[src/sv/lhist_pkg.sv]
package lhist_pkg;

    localparam logic [1:0] CMD_RECORD    = 2'd0;
    localparam logic [1:0] CMD_SUMMARIZE = 2'd1;
    localparam logic [1:0] CMD_CLEAR     = 2'd2;

    localparam logic [63:0] US_DIVISOR = 64'd1000;
    localparam logic [63:0] ALL_ONES   = 64'hFFFF_FFFF_FFFF_FFFF;

    // controller to datapath
    typedef struct packed {
        logic accept;
        logic rec_lookup;
        logic rec_update;
        logic clear;
        logic sum_start;
        logic walk_rd;
    } t_dp_cmd;

    // datapath to controller
    typedef struct packed {
        logic div_done;
        logic walk_busy;
    } t_dp_status;

endpackage

[src/sv/lhist_ctrl.sv]
module lhist_ctrl
    import lhist_pkg::*;
#(
    parameter int NUM_BUCKETS = 16
) (
    input  logic                           i_clk,
    input  logic                           i_rst_n,
    input  logic                           start,
    input  logic [1:0]                     i_cmd,
    input  t_dp_status                     i_status,
    output t_dp_cmd                        o_cmd,
    output logic [$clog2(NUM_BUCKETS)-1:0] o_walk_addr,
    output logic                           busy,
    output logic                           o_valid
);

    localparam int BW = $clog2(NUM_BUCKETS);

    localparam logic [2:0] S_IDLE   = 3'd0;
    localparam logic [2:0] S_REC_RD = 3'd1;
    localparam logic [2:0] S_REC_WR = 3'd2;
    localparam logic [2:0] S_WALK   = 3'd3;
    localparam logic [2:0] S_WAIT   = 3'd4;
    localparam logic [2:0] S_OUT    = 3'd5;

    logic [2:0]    r_state, n_state;
    logic [BW-1:0] r_addr, n_addr;
    logic          take;

    assign take = start && (r_state == S_IDLE);

    always_comb begin
        n_state = r_state;
        n_addr  = r_addr;
        o_cmd   = '0;
        unique case (r_state)
            S_IDLE: begin
                o_cmd.accept = take;
                if (take) begin
                    unique case (i_cmd)
                        CMD_RECORD:    n_state = S_REC_RD;
                        CMD_SUMMARIZE: begin
                            n_state         = S_WALK;
                            n_addr          = '0;
                            o_cmd.sum_start = 1'b1;
                        end
                        CMD_CLEAR:     o_cmd.clear = 1'b1;
                        default:       n_state = S_IDLE;
                    endcase
                end
            end
            S_REC_RD: begin
                o_cmd.rec_lookup = 1'b1;
                n_state          = S_REC_WR;
            end
            S_REC_WR: begin
                o_cmd.rec_update = 1'b1;
                n_state          = S_IDLE;
            end
            S_WALK: begin
                o_cmd.walk_rd = 1'b1;
                n_addr        = r_addr + BW'(1);
                if (r_addr == BW'(NUM_BUCKETS - 1)) begin
                    n_state = S_WAIT;
                end
            end
            S_WAIT: begin
                if (i_status.div_done && !i_status.walk_busy) begin
                    n_state = S_OUT;
                end
            end
            S_OUT:   n_state = S_IDLE;
            default: n_state = S_IDLE;
        endcase
    end

    always_ff @(posedge i_clk) begin
        if (!i_rst_n) begin
            r_state <= S_IDLE;
            r_addr  <= '0;
        end else begin
            r_state <= n_state;
            r_addr  <= n_addr;
        end
    end

    assign o_walk_addr = r_addr;
    assign busy        = (r_state != S_IDLE);
    assign o_valid     = (r_state == S_OUT);

endmodule

[config.mk]
export PLATFORM = sky130hd
export DESIGN_NAME = lhist_ctrl
export DESIGN_NICKNAME = d
export VERILOG_FILES = /design/src/sv/lhist_pkg.sv /design/src/sv/lhist_ctrl.sv
export SDC_FILE = /design/constraint.sdc
export NUM_CORES = 1
export LEC_CHECK = 0
export BUFFER_PORTS_ARGS = -buffer_cell sky130_fd_sc_hd__buf_2
export CAP_MARGIN = 20
export CORE_AREA = 4 4 41 43
export CTS_CLUSTER_DIAMETER = 100
export DETAILED_ROUTE_END_ITERATION = 10
export DIE_AREA = 0 0 45 47
export GPL_TIMING_DRIVEN = 1
export HOLD_SLACK_MARGIN = 0.15
export SYNTH_ARGS = -nofsm -noshare
export SYNTH_HDL_FRONTEND = slang
export SYNTH_SLANG_ARGS = --single-unit
[constraint.sdc]
create_clock -name i_clk -period 1.5 [get_ports i_clk]
set_input_delay 0.3 -clock i_clk [delete_from_list [all_inputs] [get_ports i_clk]]
set_output_delay 0.3 -clock i_clk [all_outputs]
set_load 0.01 [all_outputs]
==> summary.txt, run 1 <==
Yosys
  – EDFF count, synth: 0
  – Share of the synthesized area in the top cell type: 0.3284
  – Yosys top cell by area: dfxtp_1
  – Count leader, synth: dfxtp_1
  – Synth unique cells: 29
  – Largest cells by area after synthesis: dfxtp_1, nand3b_4, a21oi_1
  – Synth Register Bits: 7
  – Cell Area, Synth: 426.7 µm²
  – FFs w/ async S/R, synth: 0
  – Syn nets: 57
  – Warnings, synthesis: 0
  – Ys flop type: dfxtp_1
  – Synthesized instance count: 49
  – Synth top cells by count: dfxtp_1, a21oi_1, inv_1, nor3_1, o21ai_0
  – Syn Area/Cell: 8.707 µm²
  – Sequential element share of the synthesized area: 0.3284

Place
  – Detail Placement HPWL: 847.8 µm
  – Placed instance area: 541.8 µm²
  – Post-Place Cells: 83
  – Routability cong.: 0.7582
  – PortBufs: 18

Pwr
  – Final Power: 446.8 µW
  – Leak pwr: 0.0003135 µW
  – Peak supply drop: 0.4472 mV
  – Power Dens Cells: 717.1 mW/mm²

Drt
  – Drt total wl: 1095 µm
  – Initial DRC count: 8
  – DR vias/cell: 5.011
  – Final ANT Viol Nets: 0
  – DRT Pass-1 Iters: 4
  – Wire per inst: 12.30 µm
  – DRC: 0
  – Vias: 446

Setup path
  – Crit path kind: register to primary output
  – Worst Path Arrival: 1250 ps
  – Required time of the critical path: 1200 ps
  – Crit end category: primary output
  – Crit path launch type: register
  – Max FO, Critical Path: 6

Global routing
  – Tot GR Track Use: 0.1232
  – Vias in the first global route: 447
  – Global-route wire length before repair: 1869 µm
  – Grt total ovfl: 0
  – Initial antenna violation count: 0
  – Pin count of the biggest net entering global routing: 8

STA
  – Fin crit period: 1550 ps
  – RSZ-0062 raised after global routing: yes
  – Post-route setup slack: -50.06 ps
  – Fin. Hold Viols: 0
  – Least-Margin Pin Slew: 247.5 ps
  – Fraction of the cycle the final worst path needs: 1.033
  – Setup TNS after final layout: -77.98 ps
  – Hold WS: 317.5 ps
  – Max_slew headroom: 0.8332
  – Max Slew Vio Count: 0
  – Setup clock skew after layout: 1.804 ps
  – Final setup fails: 2
  – Fmax: 0.6451 GHz

Status
  – Failing checks: negative setup slack
  – Outcome: finished with violations

Clock tree
  – Clk slew on worst S/H paths: 50 ps
  – Root buffer selected by CTS: clkbuf_4
  – Clock sink total: 7
  – Clock buffer depth: 2
  – Hold Buf Count CTS: 0
  – TritonCTS clock tree: built
  – Num CTS Buffers: 3
  – H-tree depth: 1
  – Clock latency on the worst-skew pair: 250 ps

Min path
  – Worst Hold Class: input pin to register

Floorplanning
  – Core ar.: 0.001301 mm²
  – Chip Height: 47 µm
  – Io pins: 19
  – Num rows: 13
  – Die Span X: 45 µm
  – DIE AREA: 0.002115 mm²
  – Initial core utilization: 0.3279

Finish
  – Fillers: 140
  – Layout net count: 83
  – Layout area overhead: 46.04%
  – Design area: 623.1 µm²
  – Diodes inserted: 0
  – Layout Cells excl Fill: 89
  – Fraction of layout cells with a size suffix above 1: 0.4730

Job
  – Max-cap violations: 0
## critical path: stages, from the launching register on
cell and delay, ps:
dfxtp_4 360, nor4b_4 310, and3b_1 200, buf_2 130
## cell families (layout without fill, tap and decap cells)
| family | count (synthesis) | in the layout | synth area share |
|---|---|---|---|
| fa+ha+maj | 1 | 1 | 0.02932 |
| mux | 1 | 1 | 0.02346 |
| simple gates | 20 | 20 | 0.3226 |
| buf+inv | 6 | 31 | 0.07329 |
| compound gates | 14 | 14 | 0.2228 |
| flops | 7 | 7 | 0.3284 |
## power breakdown
part / switching, µW / internal [µW] / leakage, µW / total, µW
combinational: 35.0 / 42.3 / 0.000240 / 77.2
clock: 73.7 / 102 / 0.0000150 / 176
sequential: 6.21 / 188 / 0.0000586 / 194
total: 115 / 332 / 0.000314 / 447
## area by class of cell
| cell class | count | area [µm²] | share of cell area |
|---|---|---|---|
| well taps | 15 | 18.77 | 0.03012 |
| repair buffers | 23 | 140.1 | 0.2249 |
| inverters | 4 | 15.01 | 0.02410 |
| clock buffers | 4 | 26.28 | 0.04217 |
| flip-flops and latches | 7 | 148.9 | 0.2390 |
| multi-input cells | 36 | 274.0 | 0.4398 |
## per-stage QoR
step                      setup slack [ps]    util
after floorplan                      97.67       -
after global placement               148.2  0.4163
after detailed placement             128.0  0.4163
after CTS                           -48.96  0.4683
after global routing                -102.2  0.4788
final                               -50.06  0.4788
## path summary, 6_finish.rpt
path / from / end / slack (ps) / depth (start not counted)
hold / removal: i_rst_n / r_state[0] / 320 / 2
setup / recovery: r_state[0] / o_cmd[2] / -50 / 3
hold reg to reg: o_walk_addr[0] / o_walk_addr[0] / 520 / 1
setup reg to reg: r_state[0] / o_walk_addr[3] / 250 / 4
## placed cells by master, fill, tap and decap left out, types with 2 or more instances in the layout
cell,n
a31oi_1,2
dfxtp_4,2
nand2_1,2
buf_2,16
nor3_1,3
clkbuf_4,3
or2_1,2
buf_4,5
a211oi_1,2
a21oi_1,3
buf_6,2
nand3_1,2
dfxtp_1,4
o21ai_0,3
inv_1,3
## registers in the layout, summed over array words and instances (netlist names)
signal / count
r_state: 3
o_walk_addr: 4
## what timing repair did
action,in CTS,in global routing
pin swaps,3,1
setup endpoints to repair,3,3
setup buffers,1,1
gates resized for setup,9,2
## per-layer routing
layer | up-vias | part of all wire | track usage | wire length, µm
met3 | 0 | 0.082 | 0.03448 | 90
li1 | 232 | - | - | -
met2 | 16 | 0.43 | 0.1949 | 474
met5 | - | 0 | 0 | 0
met4 | 0 | 0 | 0.05263 | 0
met1 | 198 | 0.48 | 0.1568 | 530
No activity file was read; power rests on OpenSTA's default activity.
==> inputs of run 2 (changes only) <==
--- a/config.mk
+++ b/config.mk
@@ -5,6 +5,7 @@
 export SDC_FILE = /design/constraint.sdc
 export NUM_CORES = 1
 export LEC_CHECK = 0
+export ABC_CLOCK_PERIOD_IN_PS = 1500
 export BUFFER_PORTS_ARGS = -buffer_cell sky130_fd_sc_hd__buf_2
 export CAP_MARGIN = 20
 export CORE_AREA = 4 4 41 43
@@ -13,6 +14,7 @@
 export DIE_AREA = 0 0 45 47
 export GPL_TIMING_DRIVEN = 1
 export HOLD_SLACK_MARGIN = 0.15
+export SETUP_SLACK_MARGIN = 0.1
 export SYNTH_ARGS = -nofsm -noshare
 export SYNTH_HDL_FRONTEND = slang
 export SYNTH_SLANG_ARGS = --single-unit
==> run 2 against run 1 <==
- the flow still finishes with violations (negative setup slack)
- fmax increased by 2.9%
- via count increased by 2.5%
- total power decreased by 0.86%
- cell area increased by 5.4%
- clock-buffer cell count unchanged
==> summary.txt, run 2 (same netlist as run 1, synthesis figures left out) <==
Clock tree
  – H-tree depth: 1 (unchanged)
  – Clock latency on the worst-skew pair: 250 ps (about the same)
  – TritonCTS clock tree: built
  – Clock buffer depth: 2 (unchanged)
  – Num CTS Buffers: 3 (unchanged)
  – Clk slew on worst S/H paths: 50 ps (about the same)
  – Root buffer selected by CTS: clkbuf_4
  – Clock sink total: 7 (unchanged)

STA
  – Post-route setup slack: -6.812 ps (+43.25 ps)
  – Fin crit period: 1507 ps (-43.25 ps)
  – Final setup fails: 1 (-1)
  – Fin. Hold Viols: 0 (unchanged)
  – Fraction of the cycle the final worst path needs: 1.005 (-0.02883)
  – Hold WS: 318.9 ps (+1.360 ps)
  – RSZ-0062 raised after global routing: yes
  – Max Slew Vio Count: 0 (unchanged)
  – Fmax: 0.6637 GHz (+2.9%)
  – Setup clock skew after layout: 0.1707 ps (-1.634 ps)
  – Max_slew headroom: 0.8044 (-0.02884)
  – Least-Margin Pin Slew: 290.3 ps (+42.80 ps)

Status
  – Outcome: finished with violations
  – Failing checks: negative setup slack

Finish
  – Core Util, Final: 0.5048 (+0.02596)
  – Design area: 656.9 µm² (+5.4%)
  – Fillers: 140 (unchanged)
  – Fraction of layout cells with a size suffix above 1: 0.5263 (+0.05334)
  – Number of flip-flops in the largest register: 4 (unchanged)
  – Layout area overhead: 53.96%
  – Layout net count: 85 (+2.4%)
  – Commonest cells after routing, fill and taps aside: buf_2, buf_4, dfxtp_1
  – Diodes inserted: 0 (unchanged)
  – Area of the multi-input gates: 284.0 µm² (+3.7%)
  – Commonest non-fill, non-tap cell in the layout: buf_2
  – Register area: 151.4 µm² (+1.7%)

Global routing
  – Vias in the first global route: 454 (+1.6%)
  – Tot GR Track Use: 0.1235 (+0.0002927)
  – Grt total ovfl: 0 (unchanged)
  – Pin count of the biggest net entering global routing: 10 (+2)
  – Global-route wire length before repair: 1863 µm (-0.32%)
  – Initial antenna violation count: 0 (unchanged)

Floorplanning
  – Initial core utilization: 0.3279 (unchanged)
  – Core ar.: 0.001301 mm² (unchanged)
  – Die Span X: 45 µm (unchanged)
  – Chip Height: 47 µm (unchanged)
  – Num rows: 13 (unchanged)
  – DIE AREA: 0.002115 mm² (unchanged)
  – Io pins: 19 (unchanged)

Drt
  – DR vias/cell: 5.022 (+0.21%)
  – DRC: 0 (unchanged)
  – Wire per inst: 12.42 µm (+0.93%)
  – DRT Pass-1 Iters: 4 (unchanged)
  – Initial DRC count: 5 (-3)
  – Drt total wl: 1130 µm (+3.2%)
  – Vias: 457 (+2.5%)
  – Final ANT Viol Nets: 0 (unchanged)

Pwr
  – Share of power burned in combinational logic: 0.192 (+0.019)
  – Psw: 109.1 µW (-5.0%)
  – Net Sw Frac: 0.2463 (-0.01080)
  – Final Power: 443.0 µW (-0.86%)
  – Power Dens Cells: 674.4 mW/mm² (-6.0%)
  – Leak pwr: 0.0003304 µW (+5.4%)
  – Seq pwr share: 0.431 (-0.003)
  – Int Pwr: 333.9 µW (+0.58%)
  – Clock power share: 0.376 (-0.017)
  – Peak supply drop: 0.2606 mV (-42%)

Place
  – Detail Placement HPWL: 832.8 µm (-1.8%)
  – Routability cong.: 0.7744 (+2.1%)
  – Placed instance area: 535.5 µm² (-1.2%)
  – PortBufs: 18 (unchanged)

Setup path
  – Crit end category: primary output
  – Max FO, Critical Path: 3 (-3)
  – Required time of the critical path: 1200 ps (about the same)
  – Crit path launch type: register
  – Worst Path Arrival: 1210 ps (-40 ps)
  – Crit path kind: register to primary output
  – Setup slack, reg-to-reg: 210 ps (-40 ps)

Min path
  – Worst Hold Class: input pin to register

Job
  – Max-cap violations: 0 (unchanged)
## run 2: cell count changes in the layout (fill, tap and decap cells not counted), sizes merged
cell	before	now
buf	23	25
## run 2: power by group through the flow
stage	Sequential (µW)	Combinational, µW	Clock, µW
after floorplan	197	37.3	0
after global placement	201	59.7	0
after detailed placement	201	59.4	0
after CTS	191	83.7	178
after global routing	191	93.2	188
final	191	85.2	167
## run 2: worst paths after layout
check | start | endpoint | cells past startpoint
max reg2reg | r_state[1] | o_walk_addr[1] | 4
max | r_state[1] | o_cmd[1] | 3
min reg2reg | o_walk_addr[0] | o_walk_addr[0] | 1
min | i_rst_n | r_state[1] | 2
## run 2: area by class of cell
cell class / instances / area share
timing repair buffer: 25 / 0.2419
clock buffer: 4 / 0.04000
tap: 15 / 0.02857
multi-input combinational: 36 / 0.4324
inverter: 4 / 0.02667
sequential: 7 / 0.2305
## run 2: repair_timing
item,in CTS,in global routing
setup endpoints to repair,8,9
setup buffers,5,1
pin swaps,4,4
hold buffers,0,0
resized for setup,11,4
## run 2: critical path, stage by stage (launching register included)
cell and delay (ps):
dfxtp_4 350, or3_4 400, nor2_4 100, buf_6 110
## run 2: per-layer routing
metal  track usage  share of wire
met3       0.01533          0.040
met1        0.1281           0.42
met5             0              0
met4        0.1053          0.011
met2        0.2203           0.53
## run 2: per-stage QoR
stage | worst slack [ps] | instances | TNS [ps]
2_1_floorplan | 111.6 | 49 | 0
3_3_place_gp | 132.8 | 81 | 0
3_5_place_dp | 123.4 | 81 | 0
4_1_cts | -19.27 | 90 | -19.27
5_1_grt | -50.97 | 91 | -80.22
6_report | -6.812 | 91 | -6.812
==> inputs of run 3 (changes only) <==
--- a/config.mk
+++ b/config.mk
@@ -8,10 +8,10 @@
 export ABC_CLOCK_PERIOD_IN_PS = 1500
 export BUFFER_PORTS_ARGS = -buffer_cell sky130_fd_sc_hd__buf_2
 export CAP_MARGIN = 20
-export CORE_AREA = 4 4 41 43
+export CORE_AREA = 2 2 39 41
 export CTS_CLUSTER_DIAMETER = 100
 export DETAILED_ROUTE_END_ITERATION = 10
-export DIE_AREA = 0 0 45 47
+export DIE_AREA = 0 0 41 43
 export GPL_TIMING_DRIVEN = 1
 export HOLD_SLACK_MARGIN = 0.15
 export SETUP_SLACK_MARGIN = 0.1
==> run 3 against run 2 <==
- the run still ends with negative setup slack left
- sequential cell count unchanged
- global-route usage increased by 6.1 points
- hold slack improved by 0.74 ps
- sequential power about the same
- clock power increased by 7%
- first-iteration DRC count increased to 2.6 times the previous value
- largest cell class unchanged
- non-clock buffer count increased by 4
==> summary.txt, run 3 (same netlist as run 1, synthesis figures left out) <==
Setup path
  – Crit path kind: register to primary output
  – Crit end category: primary output
  – Cell Chain, Critical Path: buf_6, nor4b_4, and3b_1, buf_2
  – Crit path buffers/inverters: 2 (+1)
  – CP max stage delay: 320 ps (-80 ps)
  – Max FO, Critical Path: 2 (-1)
  – Required time of the critical path: 1200 ps (about the same)
  – Slowest cell on crit path: dfxtp_2
  – Worst Path Arrival: 1290 ps (+80 ps)
  – Crit path max-delay family: simple AND/OR/NAND/NOR gates
  – Crit path launch type: register

Clock tree
  – Num CTS Buffers: 3 (unchanged)
  – Clock buffer depth: 2 (unchanged)
  – TritonCTS clock tree: built
  – Root buffer selected by CTS: clkbuf_4
  – Clock latency on the worst-skew pair: 260 ps (about the same)
  – Clock sink total: 7 (unchanged)
  – H-tree depth: 1 (unchanged)
  – Clk slew on worst S/H paths: 50 ps (about the same)

Finish
  – Layout net count: 89 (+4.7%)
  – Commonest non-fill, non-tap cell in the layout: buf_2
  – Fraction of layout cells with a size suffix above 1: 0.6125 (+0.08618)
  – Commonest cells after routing, fill and taps aside: buf_2, buf_6, buf_4
  – Area of the multi-input gates: 295.3 µm² (+4.0%)
  – Number of flip-flops in the largest register: 4 (unchanged)
  – Core Util, Final: 0.5145 (+0.009659)
  – Layout Cells excl Fill: 96 (+5.5%)
  – Register area: 143.9 µm² (-5.0%)
  – Diodes inserted: 0 (unchanged)
  – Fillers: 135 (-3.6%)
  – Layout area overhead: 66.86%

Drt
  – Initial DRC count: 13 (+8)
  – Vias: 512 (+12%)
  – DR vias/cell: 5.333 (+6.2%)
  – Wire per inst: 14.55 µm (+17%)
  – Final ANT Viol Nets: 0 (unchanged)
  – DRT Pass-1 Iters: 4 (unchanged)
  – Drt total wl: 1397 µm (+24%)
  – DRC: 0 (unchanged)

Floorplanning
  – Chip Height: 43 µm (-8.5%)
  – Io pins: 19 (unchanged)
  – Die Span X: 41 µm (-8.9%)
  – Num rows: 14 (+1)
  – Core ar.: 0.001384 mm² (+6.3%)
  – DIE AREA: 0.001763 mm² (-17%)
  – Initial core utilization: 0.3083 (-0.01957)

Pwr
  – Int Pwr: 341.9 µW (+2.4%)
  – Peak supply drop: 0.3447 mV (+32%)
  – Share of power burned in combinational logic: 0.203 (+0.011)
  – Psw: 124.4 µW (+14%)
  – Clock power share: 0.381 (+0.005)
  – Power Dens Cells: 655.0 mW/mm² (-2.9%)
  – Leak pwr: 0.0003586 µW (+8.5%)
  – Net Sw Frac: 0.2668 (+0.02042)
  – Seq pwr share: 0.416 (-0.015)

STA
  – Fraction of the cycle the final worst path needs: 1.061 (+0.05608)
  – Setup clock skew after layout: 3.022 ps (+2.851 ps)
  – Fin. Hold Viols: 0 (unchanged)
  – Setup TNS after final layout: -213.3 ps (-206.5 ps)
  – Post-route setup slack: -90.93 ps (-84.11 ps)
  – Fin crit period: 1591 ps (+84.11 ps)
  – Max_slew headroom: 0.8172 (+0.01278)
  – RSZ-0062 raised after global routing: yes
  – Fmax: 0.6286 GHz (-5.3%)
  – Final setup fails: 4 (+3)
  – Least-Margin Pin Slew: 272.9 ps (-17.38 ps)
  – Max Slew Vio Count: 0 (unchanged)

Place
  – PortBufs: 18 (unchanged)
  – Detail Placement HPWL: 915.3 µm (+9.9%)
  – Routability cong.: 0.7530 (-2.8%)
  – Worst slack at placement: 131.9 ps (+8.538 ps)
  – Post-Place Cells: 85 (+4.9%)

Global routing
  – Initial antenna violation count: 0 (unchanged)
  – Grt total ovfl: 0 (unchanged)
  – Tot GR Track Use: 0.1841 (+0.06059)
  – Global-route wire length before repair: 2028 µm (+8.9%)
  – Pin count of the biggest net entering global routing: 8 (-2)
  – Vias in the first global route: 456 (+0.44%)

Min path
  – Worst Hold Class: input pin to register

Job
  – Max-cap violations: 0 (unchanged)

Status
  – Outcome: finished with violations
  – Failing checks: negative setup slack
-- run 3: final timing paths --
path         slack (ps)              to           start  cells past startpoint
min reg2reg         520  o_walk_addr[0]  o_walk_addr[0]                      1
max reg2reg         100      r_state[2]      r_state[0]                      6
min                 320      r_state[1]         i_rst_n                      2
max                 -90        o_cmd[2]      r_state[0]                      4
-- run 3: cell type report --
class,count,area share
Multi-Input combinational cell,36,0.4148
Clock buffer,4,0.03691
Timing Repair Buffer,29,0.2900
Sequential cell,7,0.2021
Inverter,4,0.02812
Tap cell,16,0.02812
-- run 3: repair_timing --
item	CTS	global route
hold buffers	0	0
setup buffers	5	2
gates resized for setup	11	11
endpoints found under the setup margin	8	12
pin swaps	6	5
-- run 3: worst register-to-register path: cells and delay by family (launching register included) --
family,cells,cell delay (ps)
AND/OR/NAND/NOR,2,480
buffers and inverters,3,380
flip-flops,1,320
AO/OA/AOI/OAI,1,140
-- run 3: power by group through the flow --
| stage | combinational, µW | sequential (µW) | clock [µW] |
|---|---|---|---|
| detailed placement | 69.0 | 196 | 0 |
| global route | 101 | 194 | 197 |
| floorplan | 37.3 | 197 | 0 |
| CTS | 80.0 | 193 | 188 |
| global placement | 68.1 | 196 | 0 |
| finish | 94.6 | 194 | 178 |
-- run 3: metrics by stage --
| stage | total power [µW] | hold slack [ps] | instance area [µm²] |
|---|---|---|---|
| detailed placement | 265.1 | 511.2 | 559.3 |
| global placement | 264.1 | 506.5 | 559.3 |
| finish | 466.3 | 319.6 | 711.9 |
| CTS | 461.2 | 309.0 | 658.1 |
| floorplan | 234.0 | 417.7 | 435.4 |
| global route | 492.5 | 312.1 | 711.9 |
-- run 3: layer usage --
metal	GRT usage	up-vias	wire length (µm)
met2	0.3031	24	748
met3	0.07853	4	90
met1	0.1812	237	529
met5	0	-	0
li1	-	247	-
met4	0.1000	0	28
